`config.mk`:
```
export PLATFORM = sky130hd
export DESIGN_NAME = grid_strip_index_generator_core
export DESIGN_NICKNAME = d
export VERILOG_FILES = /design/src/gsig_pkg.sv /design/src/gsig_csr.sv /design/src/gsig_walk.sv /design/src/grid_strip_index_generator_core.sv
export SDC_FILE = /design/constraint.sdc
export NUM_CORES = 1
export LEC_CHECK = 0
export BUFFER_PORTS_ARGS = -buffer_cell sky130_fd_sc_hd__buf_2
export CORE_MARGIN = 3
export CORE_UTILIZATION = 65
export DETAILED_ROUTE_END_ITERATION = 6
export GPL_TIMING_DRIVEN = 0
export PLACE_DENSITY = 0.84
export RECOVER_POWER = 50
export SLEW_MARGIN = 20
export SYNTH_ARGS = -nofsm -noshare
export SYNTH_HDL_FRONTEND = slang
export SYNTH_SLANG_ARGS = --single-unit
```
`constraint.sdc`:
```
create_clock -name clock -period 17.4 [get_ports clock]
set_input_delay 3.48 -clock clock [delete_from_list [all_inputs] [get_ports clock]]
set_output_delay 3.48 -clock clock [all_outputs]
set_load 0.005 [all_outputs]
```
`src/gsig_pkg.sv`:
```
package gsig_pkg;

   // Widths of the result fields
   localparam int VIDX_W = 20;
   localparam int GRID_W = 10;

   // Configuration port
   localparam int CSR_INDEX_W = 2;
   localparam logic [CSR_INDEX_W-1:0] REG_COLUMNS = 2'd0;
   localparam logic [CSR_INDEX_W-1:0] REG_ROWS    = 2'd1;

   // One emitted vertex
   typedef struct packed {
      logic [VIDX_W-1:0] linear_index;
      logic [GRID_W-1:0] grid_column;
      logic [GRID_W-1:0] grid_row;
      logic              bridge_vertex;
      logic              last_vertex;
   } vertex_type;

endpackage

```
`src/gsig_csr.sv`:
```
module gsig_csr #(
   parameter int SEGMENT_BITS = 10
) (
   input  logic                              clock,
   input  logic                              reset,
   input  logic                              csr_valid,
   input  logic [gsig_pkg::CSR_INDEX_W-1:0]  csr_index,
   input  logic [SEGMENT_BITS-1:0]           csr_wdata,
   output logic [SEGMENT_BITS-1:0]           columns,
   output logic [SEGMENT_BITS-1:0]           rows
);

   logic [SEGMENT_BITS-1:0] columns_ff, columns_in;
   logic [SEGMENT_BITS-1:0] rows_ff, rows_in;
   logic [SEGMENT_BITS-1:0] wdata_eff;

   // Map a zero count to one segment
   assign wdata_eff = (csr_wdata == '0) ? SEGMENT_BITS'(1) : csr_wdata;

   // Decode the register index; other indexes are dropped
   always_comb begin
      columns_in = columns_ff;
      rows_in    = rows_ff;
      if (csr_valid) begin
         case (csr_index)
            gsig_pkg::REG_COLUMNS: columns_in = wdata_eff;
            gsig_pkg::REG_ROWS:    rows_in    = wdata_eff;
            default: ;
         endcase
      end
   end

   always_ff @(posedge clock) begin
      if (reset) begin
         columns_ff <= SEGMENT_BITS'(1);
         rows_ff    <= SEGMENT_BITS'(1);
      end else begin
         columns_ff <= columns_in;
         rows_ff    <= rows_in;
      end
   end

   assign columns = columns_ff;
   assign rows    = rows_ff;

endmodule

```
`src/gsig_walk.sv`:
```
module gsig_walk #(
   parameter int SEGMENT_BITS = 10
) (
   input  logic                    clock,
   input  logic                    reset,
   input  logic                    step,
   input  logic                    restart,
   input  logic [SEGMENT_BITS-1:0] columns,
   input  logic [SEGMENT_BITS-1:0] rows,
   output gsig_pkg::vertex_type    vertex
);

   localparam int PW = SEGMENT_BITS + 2;
   localparam int RW = SEGMENT_BITS + 1;
   localparam int MW = 2 * RW;
   localparam int VW = gsig_pkg::VIDX_W;
   localparam int GW = gsig_pkg::GRID_W;

   logic [SEGMENT_BITS-1:0] strip_ff, strip_in;
   logic [PW-1:0]           pos_ff, pos_in;

   logic [SEGMENT_BITS-1:0] s0, s;
   logic [PW-1:0]           p0, p, body, len0, p_inc;
   logic                    s0_last, s_last, stale, in_body, at_turn, last, wrap;
   logic [RW-1:0]           col_w, row_w, h_inc;
   logic [MW-1:0]           idx;

   // Apply restart, then fall back to the first vertex when the counters are stale
   assign s0      = restart ? '0 : strip_ff;
   assign p0      = restart ? '0 : pos_ff;
   assign body    = {1'b0, columns, 1'b0} + PW'(2);
   assign s0_last = (RW'(s0) + RW'(1)) == RW'(rows);
   assign len0    = s0_last ? body : body + PW'(2);
   assign stale   = (s0 >= rows) || (p0 >= len0);
   assign s       = stale ? '0 : s0;
   assign p       = stale ? '0 : p0;
   assign s_last  = (RW'(s) + RW'(1)) == RW'(rows);

   // Column and row: strip body alternates upper/lower, then two bridge vertices unless it is the last strip
   assign in_body = p < body;
   assign at_turn = p == body;
   always_comb begin
      if (in_body) begin
         col_w = p[PW-1:1];
         row_w = RW'(s) + RW'(p[0]);
      end else begin
         col_w = at_turn ? RW'(columns) : '0;
         row_w = RW'(s) + RW'(1);
      end
   end

   // Linear index row * (columns + 1) + column
   assign h_inc = RW'(columns) + RW'(1);
   assign idx   = MW'(row_w) * MW'(h_inc) + MW'(col_w);

   assign p_inc = p + PW'(1);
   assign last  = s_last && (p_inc == body);
   assign wrap  = p_inc == (body + PW'(2));

   always_comb begin
      vertex.linear_index  = VW'(idx);
      vertex.grid_column   = GW'(col_w);
      vertex.grid_row      = GW'(row_w);
      vertex.bridge_vertex = !in_body;
      vertex.last_vertex   = last;
   end

   // Advance the counters: wrap to the next strip, or back to the start
   always_comb begin
      strip_in = strip_ff;
      pos_in   = pos_ff;
      if (step) begin
         if (last) begin
            strip_in = '0;
            pos_in   = '0;
         end else if (wrap) begin
            strip_in = s + SEGMENT_BITS'(1);
            pos_in   = '0;
         end else begin
            strip_in = s;
            pos_in   = p_inc;
         end
      end
   end

   always_ff @(posedge clock) begin
      if (reset) begin
         strip_ff <= '0;
         pos_ff   <= '0;
      end else begin
         strip_ff <= strip_in;
         pos_ff   <= pos_in;
      end
   end

endmodule

```
`src/grid_strip_index_generator_core.sv`:
```
// Grid triangle-strip index generator. Each word accepted on req_ produces one vertex word
// on rsp_: column, row, linear index row*(columns+1)+column, a flag on the two degenerate
// vertices that join strips, and a flag on the final vertex of the plane; req_restart
// starts over at the first vertex. One word is taken every cycle while req_stall is low; a
// vertex passes through the input register, then the result register, and the path between
// them is set by the multiply of the row by columns+1. Write columns and rows through the
// csr_ port only while no word is in flight; a count of zero is taken as one.
module grid_strip_index_generator_core #(
   parameter int SEGMENT_BITS = 10
) (
   input  logic                                      clock,
   input  logic                                      reset,
   input  logic                                      req_valid,
   output logic                                      req_stall,
   input  logic                                      req_restart,
   output logic                                      rsp_valid,
   input  logic                                      rsp_stall,
   output logic [gsig_pkg::VIDX_W-1:0]               rsp_linear_index,
   output logic [gsig_pkg::GRID_W-1:0]               rsp_grid_column,
   output logic [gsig_pkg::GRID_W-1:0]               rsp_grid_row,
   output logic                                      rsp_bridge_vertex,
   output logic                                      rsp_last_vertex,
   input  logic                                      csr_valid,
   output logic                                      csr_ready,
   input  logic [gsig_pkg::CSR_INDEX_W-1:0]          csr_index,
   input  logic [SEGMENT_BITS-1:0]                   csr_wdata
);

   localparam int GW = gsig_pkg::GRID_W;

   logic                    in_valid_ff, in_valid_in;
   logic                    in_restart_ff, in_restart_in;
   logic                    out_valid_ff, out_valid_in;
   gsig_pkg::vertex_type    out_ff, out_in;
   gsig_pkg::vertex_type    vertex;
   logic [SEGMENT_BITS-1:0] columns, rows;
   logic                    out_free, advance, req_take;

   gsig_csr #(.SEGMENT_BITS(SEGMENT_BITS)) u_csr (
      .clock     (clock),
      .reset     (reset),
      .csr_valid (csr_valid),
      .csr_index (csr_index),
      .csr_wdata (csr_wdata),
      .columns   (columns),
      .rows      (rows)
   );

   gsig_walk #(.SEGMENT_BITS(SEGMENT_BITS)) u_walk (
      .clock   (clock),
      .reset   (reset),
      .step    (advance),
      .restart (in_restart_ff),
      .columns (columns),
      .rows    (rows),
      .vertex  (vertex)
   );

   assign csr_ready = 1'b1;

   // Move a word from the input register to the result register when there is room
   assign out_free  = !out_valid_ff || !rsp_stall;
   assign advance   = in_valid_ff && out_free;
   assign req_stall = in_valid_ff && !out_free;
   assign req_take  = req_valid && !req_stall;

   // Input register: load on accept, drop once moved on
   always_comb begin
      in_valid_in   = in_valid_ff;
      in_restart_in = in_restart_ff;
      if (req_take) begin
         in_valid_in   = 1'b1;
         in_restart_in = req_restart;
      end else if (advance) begin
         in_valid_in = 1'b0;
      end
   end

   // Result register: load a new vertex, hold while stalled
   always_comb begin
      out_valid_in = out_valid_ff;
      out_in       = out_ff;
      if (advance) begin
         out_valid_in = 1'b1;
         out_in       = vertex;
      end else if (!rsp_stall) begin
         out_valid_in = 1'b0;
      end
   end

   always_ff @(posedge clock) begin
      if (reset) begin
         in_valid_ff  <= 1'b0;
         out_valid_ff <= 1'b0;
      end else begin
         in_valid_ff  <= in_valid_in;
         out_valid_ff <= out_valid_in;
      end
   end

   always_ff @(posedge clock) begin
      in_restart_ff <= in_restart_in;
      out_ff        <= out_in;
   end

   assign rsp_valid         = out_valid_ff;
   assign rsp_linear_index  = out_ff.linear_index;
   assign rsp_grid_column   = out_ff.grid_column;
   assign rsp_grid_row      = out_ff.grid_row;
   assign rsp_bridge_vertex = out_ff.bridge_vertex;
   assign rsp_last_vertex   = out_ff.last_vertex;

   // The final vertex sits in a strip body, never on a bridge
   assert property (@(posedge clock) disable iff (reset)
      rsp_valid |-> !(rsp_bridge_vertex && rsp_last_vertex))
      else $error("last vertex flagged as bridge");

   // A bridge vertex is either the last column repeated or column zero
   assert property (@(posedge clock) disable iff (reset)
      rsp_valid && rsp_bridge_vertex |->
         (rsp_grid_column == '0) || (rsp_grid_column == GW'(columns)))
      else $error("bridge vertex at an inner column");

   // An accepted word is in the input register on the next cycle
   assert property (@(posedge clock) disable iff (reset)
      req_take |=> in_valid_ff)
      else $error("accepted word lost");

   // A word that moves on always lands in the result register
   assert property (@(posedge clock) disable iff (reset)
      advance |=> out_valid_ff)
      else $error("vertex not loaded into result register");

endmodule
```
Word-level counts from Yosys, hierarchy flattened

Index checks and enable logic that the tools add are counted.

Equal/unequal tests: 7
$mul: 1
Mux-type cells: 17
Add/subtract/negate cells: 9
Reductions and logical operators: 16
Order comparisons: 3

Operator list:

| cell                                                | count |
|---|---|
| two-way mux 10 bit                                  | 6 |
| two-way mux 12 bit                                  | 5 |
| equality test 12 bit                                | 3 |
| adder 10 x 1 -> 11 bit, second input constant       | 3 |
| equality test 11 x 10 -> 1 bit                      | 2 |
| two-way mux 11 bit                                  | 2 |
| adder 20 x 11 -> 20 bit                             | 1 |
| multiplier 11 x 11 -> 20 bit                        | 1 |
| adder 11 x 2 -> 12 bit, second input constant       | 1 |
| adder 12 x 1 -> 12 bit, second input constant       | 1 |
| adder 12 x 2 -> 12 bit, second input constant       | 1 |
| greater-or-equal comparator 12 bit                  | 1 |
| less-than comparator 12 bit                         | 1 |
| adder 10 x 1 -> 11 bit                              | 1 |
| adder 10 x 1 -> 10 bit, second input constant       | 1 |
| greater-or-equal comparator 10 bit                  | 1 |
| logical NOT 10 bit                                  | 1 |
| logical NOT 1 bit                                   | 5 |
| logical AND 1 bit                                   | 4 |
| two-way mux 1 bit                                   | 4 |
| AND reduction 2 bit                                 | 2 |
| equality test 2 x 1 -> 1 bit, second input constant | 1 |
| logical NOT 2 bit                                   | 1 |
| logical OR 1 bit                                    | 2 |
| 2 further kinds                                     | 2 |

Register bits: 87

Logic depth before layout (Yosys ltp)

Gate-level depths: netlist of run 1.

Word-level depth: 11
Mapped depth: 53
Mapped depth without buffers: 47

Modules after synthesis

From an unflattened synthesis of run 1, not the netlist that was laid out.

Cell total of the unflattened synthesis: 1177
Area total of the unflattened synthesis: 10177.3 um^2

Modules (own cells, without submodules):

| module                          | instances | area an instance (um^2) | cells an instance |
|---|---|---|---|
| gsig_walk                       | 1         | 7992.7                  | 1030 |
| grid_strip_index_generator_core | 1         | 1388.8                  | 55 |
| gsig_csr                        | 1         | 795.8                   | 92 |

Worst setup path after synthesis of run 1

Ideal clock, no wire load.

Path type: flip-flop to flip-flop
Start point: register in_restart_ff
End point: register out_ff (netlist bit rsp_linear_index[18]) (data pin)
Stages on the path, launching flop included: 48
Library setup time: 258 ps
Clock period less this slack: 11694 ps
Arrival time: 11437 ps
Required time: 17142 ps
Path slack: 5706 ps
Path through: edfxtp_1 clkbuf_2 clkbuf_1 clkbuf_1 nor2b_1 ha_1 nand2_1 or4b_2 a211oi_1 nand2_1 nand2_1 xnor2_1 ha_1 o2111ai_1 o31ai_2 a211o_1 clkbuf_1 clkbuf_1 [12 not listed] xnor2_1 nor2_1 nand2_1 fa_1 inv_1 fa_1 fa_1 fa_1 inv_1 fa_1 inv_1 ha_1 and3_1 a211oi_1 nor2_1 a211o_1 a21oi_1 xnor2_1

Longest elaborated chain between the ends: 11
Elaborated cells on any way between the ends: 19

Ends and longest elaborated chain:

| item                                                            | RTL line                               | RTL |
|---|---|---|
| start, declared                                                 | grid_strip_index_generator_core.sv:32  | `logic in_restart_ff, in_restart_in;` |
| start signal, assigned                                          | grid_strip_index_generator_core.sv:102 | `in_restart_ff <= in_restart_in;` |
| two-way mux 10 bit                                              | gsig_walk.sv:29                        | `assign s0 = restart ? '0 : strip_ff;` |
| adder 10 x 1 -> 11 bit                                          | gsig_walk.sv:32                        | `assign s0_last = (RW'(s0) + RW'(1)) == RW'(rows);` |
| equality test 11 x 10 -> 1 bit                                  | gsig_walk.sv:32                        |  |
| two-way mux 12 bit                                              | gsig_walk.sv:33                        | `assign len0 = s0_last ? body : body + PW'(2);` |
| greater-or-equal comparator 12 bit                              | gsig_walk.sv:34                        | `assign stale = (s0 >= rows) \|\| (p0 >= len0);` |
| logical OR 1 bit                                                | gsig_walk.sv:34                        |  |
| two-way mux 10 bit / two-way mux 12 bit (equally long branches) | gsig_walk.sv:35, gsig_walk.sv:36       |  |
| adder 10 x 1 -> 11 bit (tied with other cells)                  | gsig_walk.sv:48                        | `row_w = RW'(s) + RW'(1);` |
| two-way mux 11 bit (*)                                          | gsig_walk.sv:43                        | `if (in_body) begin` |
| named net u_walk.row_w[7]                                       | gsig_walk.sv:25                        | `logic [RW-1:0] col_w, row_w, h_inc;` |
| multiplier 11 x 11 -> 20 bit (*)                                | gsig_walk.sv:54                        | `assign idx = MW'(row_w) * MW'(h_inc) + MW'(col_w);` |
| adder 20 x 11 -> 20 bit (*)                                     | gsig_walk.sv:54                        |  |
| named net u_walk.idx[18]                                        | gsig_walk.sv:26                        | `logic [MW-1:0] idx;` |
| end signal, assigned                                            | grid_strip_index_generator_core.sv:103 | `out_ff <= out_in;` |
| end, declared                                                   | grid_strip_index_generator_core.sv:34  | `gsig_pkg::vertex_type out_ff, out_in;` |

Mark *: on every way through the listed nets, which the timed path passes. The rest lies on a longest branch.
A chain may end at the register's enable or synchronous reset.

Worst setup path after layout of run 1

Start point: register in_restart_ff
End point: register out_ff (netlist bit rsp_linear_index[19]) (data pin)

The elaborated chain is that of the path after synthesis.

==> key figures, run 1 <==
Outcome
  – Status: finished with violations
  – Failing checks: max-capacitance violations, max-slew violations

Worst setup path
  – Worst stage delay on the critical path: 790 ps
  – Crit path kind: flip-flop to flip-flop
  – CP endpoint kind: flip-flop
  – Worst reg2reg path depth: 48
  – Slowest CP cell: nor2_1
  – Max FO, Critical Path: 12
  – Reg2Reg Setup Slack: 1640 ps
  – RR Endpoint: rsp_linear_index[19]
  – Crit path top cell by count: clkbuf_1
  – WP data required: 17500 ps
  – Worst EP arrival: 15860 ps
  – Worst r2r src: in_restart_ff
  – Crit start category: flip-flop

Hold path
  – Worst hold endpoint: u_walk.strip_ff[7]
  – Hold_sp: u_walk.strip_ff[7]
  – Min-delay worst type: flip-flop to flip-flop
  – Hold path depth: 2

Power
  – Power, Total: 517 uW
  – Pwr per Cell Area: 45.3 mW/mm^2
  – VDD IR max: 48.8 uV
  – Leak Pwr: 0.00512 uW

Clock network
  – CTS tree: built
  – Sink Count: 87
  – Postcts setup bufs: 0
  – Clk_lat worst skew: 360 ps
  – Resized cells post-CTS: 0
  – Clock Pin Slew Worst Setup and Hold Paths: 70 ps
  – Hold bufs inserted after CTS: 0
  – TritonCTS Buffers: 9
  – Root Buffer: clkbuf_16
  – Clock buffer depth: 2
  – Htree depth: 3

Die
  – Die width: 133 um
  – Die height: 133 um
  – Num rows: 45
  – Die area: 0.0178 mm^2
  – # IOs: 63
  – Starting Density: 0.678
  – Core area: 0.0155 mm^2

Final layout
  – Fillers: 1202
  – Area occupied by multi-input gates: 0.00752 mm^2
  – Register area: 0.00217 mm^2
  – Share of cells above drive strength 1: 0.0958
  – Nets@finish: 1477
  – Area growth, synth to finish: 8.45%

STA
  – RSZ-0062 raised after global routing: false
  – Worst Clk Skew: 8.02 ps
  – Final min period: 15760 ps
  – Slew @ Worst Pin: 1730 ps
  – Slew Limit Headroom: -0.166
  – Final period utilization: 0.906
  – Hold Vio Cnt, Final: 0
  – Total negative slack: 0 ps
  – Setup violations, final: 0
  – Slew Viols, Final: 11
  – Fmax: 63.5 MHz

Routing
  – Post-DRT Antenna Nets: 0
  – First-pass DRT Iterations: 6
  – Via density: 6.36
  – DR iter-0 viols: 1074
  – Final Routed Wirelength: 30300 um
  – Routed len/inst: 20.2 um
  – Via count: 9526
  – DR DRC count: 0

GRT
  – Number of global-route vias before repair: 9239
  – Initial antenna violation count: 0
  – Largest net degree at the start of global routing: 26
  – GR Overflow Total: 0
  – First-pass GRT wire length: 48500 um
  – Total GRT Usage: 0.346

Logic synthesis
  – Syn_area_per_cell: 8.74 um^2
  – Syn nets: 1403
  – Yosys reg bits: 87
  – Synth async-reset ratio: 0
  – Ys flop type: dfxtp_1
  – Library cells used by synthesis: 92
  – Mapped Cells: 1205
  – Yosys warns: 0
  – Post-synthesis sequential area ratio: 0.206
  – Synth Cell Area: 0.0105 mm^2
  – EDFF count, synth: 43

Run
  – Max-Cap Viols: 1

Placed design
  – RePlAce Congestion: 1.03
  – Detail Placement HPWL: 23500 um
  – Port Buffers: 60
[cells by family after synthesis]
| family | after synthesis | share of synthesized area |
|---|---|---|
| buf+inv | 217 | 0.0806 |
| fa+ha+maj | 180 | 0.278 |
| other cells | 1 | 0.000356 |
| compound gates | 181 | 0.126 |
| simple gates | 434 | 0.216 |
| xor+xnor | 81 | 0.0707 |
| flops | 87 | 0.206 |
| mux | 24 | 0.0229 |
[worst max-delay path, delay by kind of cell (launching register included)]
kind                       cells  cell delay (ps)
xor gates and xnor gates       3              510
AOI/OAI and AO/OA             14             3550
DFF                            1              620
buffers and inverters         11             3510
and+or+nand+nor               11             3440
adders and majority gates      9             3860
[synthesized netlist by cell type, drive strengths merged, types with 6 or more instances]
library cell  number  area (um^2)
a211oi            11         82.6
dfxtp             44          881
ha                90         1130
o211ai            10         75.1
xor2              13          121
xnor2             66          578
mux2i             23          230
or3               12         75.1
and3               9         61.3
o21a               7         52.6
a211o              7         61.3
a21o              13          105
a21oi             28          140
nand4             15         93.8
clkbuf            32          121
or2                8         50.1
buf               17         96.3
nand4b             6         52.6
and2              20          125
nor3              27          155
nand2b            22          138
nor2             100          375
fa                90         1800
nand3             26          140
o31ai             11         92.6
edfxtp            43         1290
nor2b             17          106
or4                8         63.8
nand2            123          467
a22oi              9         67.6
inv              166          623
nor4              12          100
o21ai             35          175
[sequential cells by signal, summed over array words and instances, names as in the netlist, 10 cells and up]
signal,cells
rsp_grid_column,10
rsp_grid_row,10
rsp_linear_index,20
u_csr.columns,10
u_csr.rows,10
u_walk.pos_ff,12
u_walk.strip_ff,10
[worst max path at each step]
stage | start | end | slack [ps] | depth (start not counted)
finish | in_restart_ff | rsp_linear_index[19] | 1640 | 48
global route | in_restart_ff | rsp_linear_index[19] | 1120 | 48
CTS | in_restart_ff | rsp_linear_index[19] | 2310 | 48
detailed placement | in_restart_ff | rsp_linear_index[19] | 2410 | 48
global placement | in_restart_ff | rsp_linear_index[19] | 2340 | 45
floorplan | in_restart_ff | rsp_linear_index[18] | 5710 | 47
[layer usage]
| layer | global-route usage | part of all wire |
|---|---|---|
| met1 | 0.467 | 0.40 |
| met2 | 0.539 | 0.44 |
| met3 | 0.0736 | 0.11 |
| met4 | 0.155 | 0.045 |
| met5 | 0 | 0 |
[stage by stage]
stage          setup WS, ps  utilization  std cells  instance area (um^2)  hold WS [ps]
6_report               1640        0.735       1497                 11400           480
3_5_place_dp           2410        0.718       1479                 11200           469
4_1_cts                2310        0.739       1495                 11500           482
5_1_grt                1120        0.735       1495                 11400           506
3_3_place_gp           2340        0.714       1476                 11100           457
2_1_floorplan          5710            -       1205                 10500           440
[placed cells by master, fill, tap and decap left out, drive strengths merged, types with 9 or more instances in the layout]
cell    count
a211oi     11
a21o       13
a21oi      28
a22oi       9
and2       20
and3        9
buf        66
clkbuf     60
dfxtp      44
edfxtp     43
fa         90
ha         90
inv       166
mux2i      23
nand2     123
nand2b     22
nand3      26
nand4      15
nor2      100
nor2b      17
nor3       27
nor4       12
o211ai     10
o21ai      35
o31ai      11
or3        12
xnor2      66
xor2       13
[area by class of cell]
type / count / share of cell area
clock inverters: 2 / 0.00340
repair buffers: 63 / 0.0263
inverters: 168 / 0.0553
clock buffers: 14 / 0.0242
well taps: 211 / 0.0231
multi-input cells: 901 / 0.658
flip-flops and latches: 87 / 0.190
diodes: 2 / 0.000438
plain buffers: 49 / 0.0191
[report_power, final]
part / total (uW) / internal [uW] / switching (uW) / leakage [uW]
sequential: 226 / 221 / 4.62 / 0.000756
clock: 211 / 125 / 86.2 / 0.000155
combinational: 79.7 / 24.5 / 55.2 / 0.00421
Power figures use the tool's default switching activity.
==> run 2: changes to the inputs <==
PLACE_DENSITY = unset   (was 0.84)
PLACE_DENSITY_LB_ADDON = 0.3   (was unset)
==> run 2 against run 1 <==
The run still ends with max-capacitance violations, max-slew violations left. Maximum frequency shrank 1.4%. Clock power shrank 4%. Count of clock-buffer cells in the layout shrank 1. Cell area is 0.20% lower. Hold slack better by 5.0 ps. Clock skew rose by 5.1 ps. Flip-flop and latch count stayed put. Worst setup slack got worse by 220 ps.
==> key figures, run 2 (synthesis results as in run 1) <==
Outcome
  – Status: finished with violations (unchanged)
  – Failing checks: max-capacitance violations, max-slew violations (unchanged)

Routing
  – Via count: 9402 (was 9526)
  – Final Routed Wirelength: 30300 um (about the same)
  – Routed len/inst: 20.3 um (was 20.2 um)
  – Post-DRT Antenna Nets: 0 (unchanged)
  – DR DRC count: 0 (unchanged)
  – Via density: 6.29 (was 6.36)
  – First-pass DRT Iterations: 5 (was 6)
  – DR iter-0 viols: 921 (was 1074)

STA
  – Setup violations, final: 0 (unchanged)
  – Hold Vio Cnt, Final: 0 (unchanged)
  – Worst Clk Skew: 13.1 ps (was 8.02 ps)
  – Final period utilization: 0.919 (was 0.906)
  – Fmax: 62.6 MHz (was 63.5 MHz)
  – Hold slack: 485 ps (was 480 ps)
  – Final min period: 15980 ps (was 15760 ps)
  – Total negative slack: 0 ps (unchanged)
  – Slew @ Worst Pin: 1610 ps (was 1730 ps)
  – Slew Viols, Final: 10 (was 11)
  – RSZ-0062 raised after global routing: false (unchanged)
  – Slew Limit Headroom: -0.0809 (was -0.166)

Clock network
  – Sink Count: 87 (unchanged)
  – Clk_lat worst skew: 360 ps (about the same)
  – Postcts setup bufs: 0 (unchanged)
  – Hold bufs inserted after CTS: 0 (unchanged)
  – TritonCTS Buffers: 9 (unchanged)
  – Htree depth: 3 (unchanged)
  – Resized cells post-CTS: 0 (unchanged)
  – CTS tree: built (unchanged)
  – Root Buffer: clkbuf_16 (unchanged)
  – Clock Pin Slew Worst Setup and Hold Paths: 70 ps (about the same)
  – Clock buffer depth: 2 (unchanged)

Final layout
  – Most frequent cells in the layout: inv_1 (160), nand2_1 (121), nor2_1 (100) (unchanged)
  – ANT cells: 0 (was 2)
  – Most common cell after layout, fill and taps aside: inv_1 (unchanged)
  – Final core utilization: 0.734 (was 0.735)
  – Area growth, synth to finish: 8.23% (was 8.45%)
  – Nets@finish: 1477 (unchanged)
  – Max FFs per register: 20 (unchanged)
  – Share of cells above drive strength 1: 0.0927 (was 0.0958)
  – Final Cell Area: 0.0114 mm^2 (about the same)

GRT
  – Largest net degree at the start of global routing: 26 (unchanged)
  – GR Overflow Total: 0 (unchanged)
  – Initial antenna violation count: 0 (unchanged)
  – Number of global-route vias before repair: 9232 (was 9239)
  – Total GRT Usage: 0.354 (was 0.346)
  – First-pass GRT wire length: 49400 um (was 48500 um)

Power
  – VDD IR max: 49.9 uV (was 48.8 uV)
  – Leak Pwr: 0.00510 uW (was 0.00512 uW)
  – Pwr per Cell Area: 44.5 mW/mm^2 (was 45.3 mW/mm^2)

Die
  – Die height: 133 um (unchanged)
  – Core area: 0.0155 mm^2 (unchanged)
  – Num rows: 45 (unchanged)
  – Starting Density: 0.678 (unchanged)
  – Die area: 0.0178 mm^2 (unchanged)
  – Die width: 133 um (unchanged)
  – # IOs: 63 (unchanged)

Placed design
  – RePlAce Congestion: 1.00 (was 1.03)
  – Placed cell area: 0.0112 mm^2 (unchanged)
  – Detail Placement HPWL: 23900 um (was 23500 um)
  – Port Buffers: 60 (unchanged)

Worst setup path
  – RR Endpoint: rsp_linear_index[19] (unchanged)
  – WP data required: 17500 ps (about the same)
  – Worst stage delay on the critical path: 690 ps (was 790 ps)
  – Crit path top cell by count: clkbuf_1 (unchanged)
  – Slowest CP cell: nor2_1 (unchanged)
  – Worst r2r src: in_restart_ff (unchanged)
  – Crit path kind: flip-flop to flip-flop (unchanged)
  – Max FO, Critical Path: 10 (was 12)
  – Reg2Reg Setup Slack: 1420 ps (was 1640 ps)
  – Worst reg2reg path depth: 48 (unchanged)
  – Worst EP arrival: 16090 ps (was 15860 ps)
  – CP endpoint kind: flip-flop (unchanged)
  – Crit start category: flip-flop (unchanged)

Hold path
  – Worst hold endpoint: rsp_valid (was u_walk.strip_ff[7])
  – Min-delay worst type: flip-flop to flip-flop (unchanged)
  – Hold_sp: in_valid_ff (was u_walk.strip_ff[7])
  – Hold path depth: 2 (unchanged)

Run
  – Max-Cap Viols: 1 (unchanged)
[run 2: cell count changes in the layout (fill, tap and decap cells not counted), sizes merged, moves of 2 or more]
| cell | change |
|---|---|
| clkbuf | +5 |
| buf | -6 |
| diode | -2 |
| inv | +2 |
[run 2: metrics by stage]
stage               std cells  setup WS (ps)  power [uW]
floorplan                1205           5710         278
global placement         1476           2120         307
detailed placement       1479           2160         308
CTS                      1495           2070         504
global route             1495            877         521
finish                   1495           1420         507
[run 2: worst max path at each step]
stage | cells after the start | start | to | slack, ps
finish | 48 | in_restart_ff | rsp_linear_index[19] | 1420
global route | 48 | in_restart_ff | rsp_linear_index[19] | 880
CTS | 48 | in_restart_ff | rsp_linear_index[19] | 2070
detailed placement | 48 | in_restart_ff | rsp_linear_index[19] | 2160
global placement | 45 | in_restart_ff | rsp_linear_index[19] | 2120
floorplan | 47 | in_restart_ff | rsp_linear_index[18] | 5710
[run 2: where the power goes]
part           total, uW  switching [uW]  internal [uW]
logic               79.8            55.6           24.3
clock network        202            89.8            112
registers            226            4.50            221
[run 2: worst max-delay path, delay by kind of cell (launching register included)]
family / cells / cell delay [ps]
adders and majority gates: 9 / 3890
AOI/OAI and AO/OA: 15 / 3810
buffers and inverters: 11 / 3560
and+or+nand+nor: 10 / 3410
DFF: 1 / 590
xor gates and xnor gates: 3 / 420
[run 2: routing by layer]
| metal | up-vias | routed length (um) | part of all wire | track usage |
|---|---|---|---|---|
| met5 | - | 0 | 0 | 0 |
| met3 | 99 | 3160 | 0.10 | 0.0585 |
| li1 | 4255 | - | - | - |
| met1 | 4502 | 12400 | 0.41 | 0.498 |
| met2 | 546 | 13300 | 0.44 | 0.533 |
| met4 | 0 | 1450 | 0.048 | 0.172 |
[run 2: final cells by class]
cell class              count  area (um^2)
flip-flops and latches     87         2170
repair buffers             63          293
plain buffers              49          218
fillers                  1186         4140
clock buffers              13          275
clock inverters             3         22.5
well taps                 211          264
multi-input cells         901         7520
inverters                 168          632
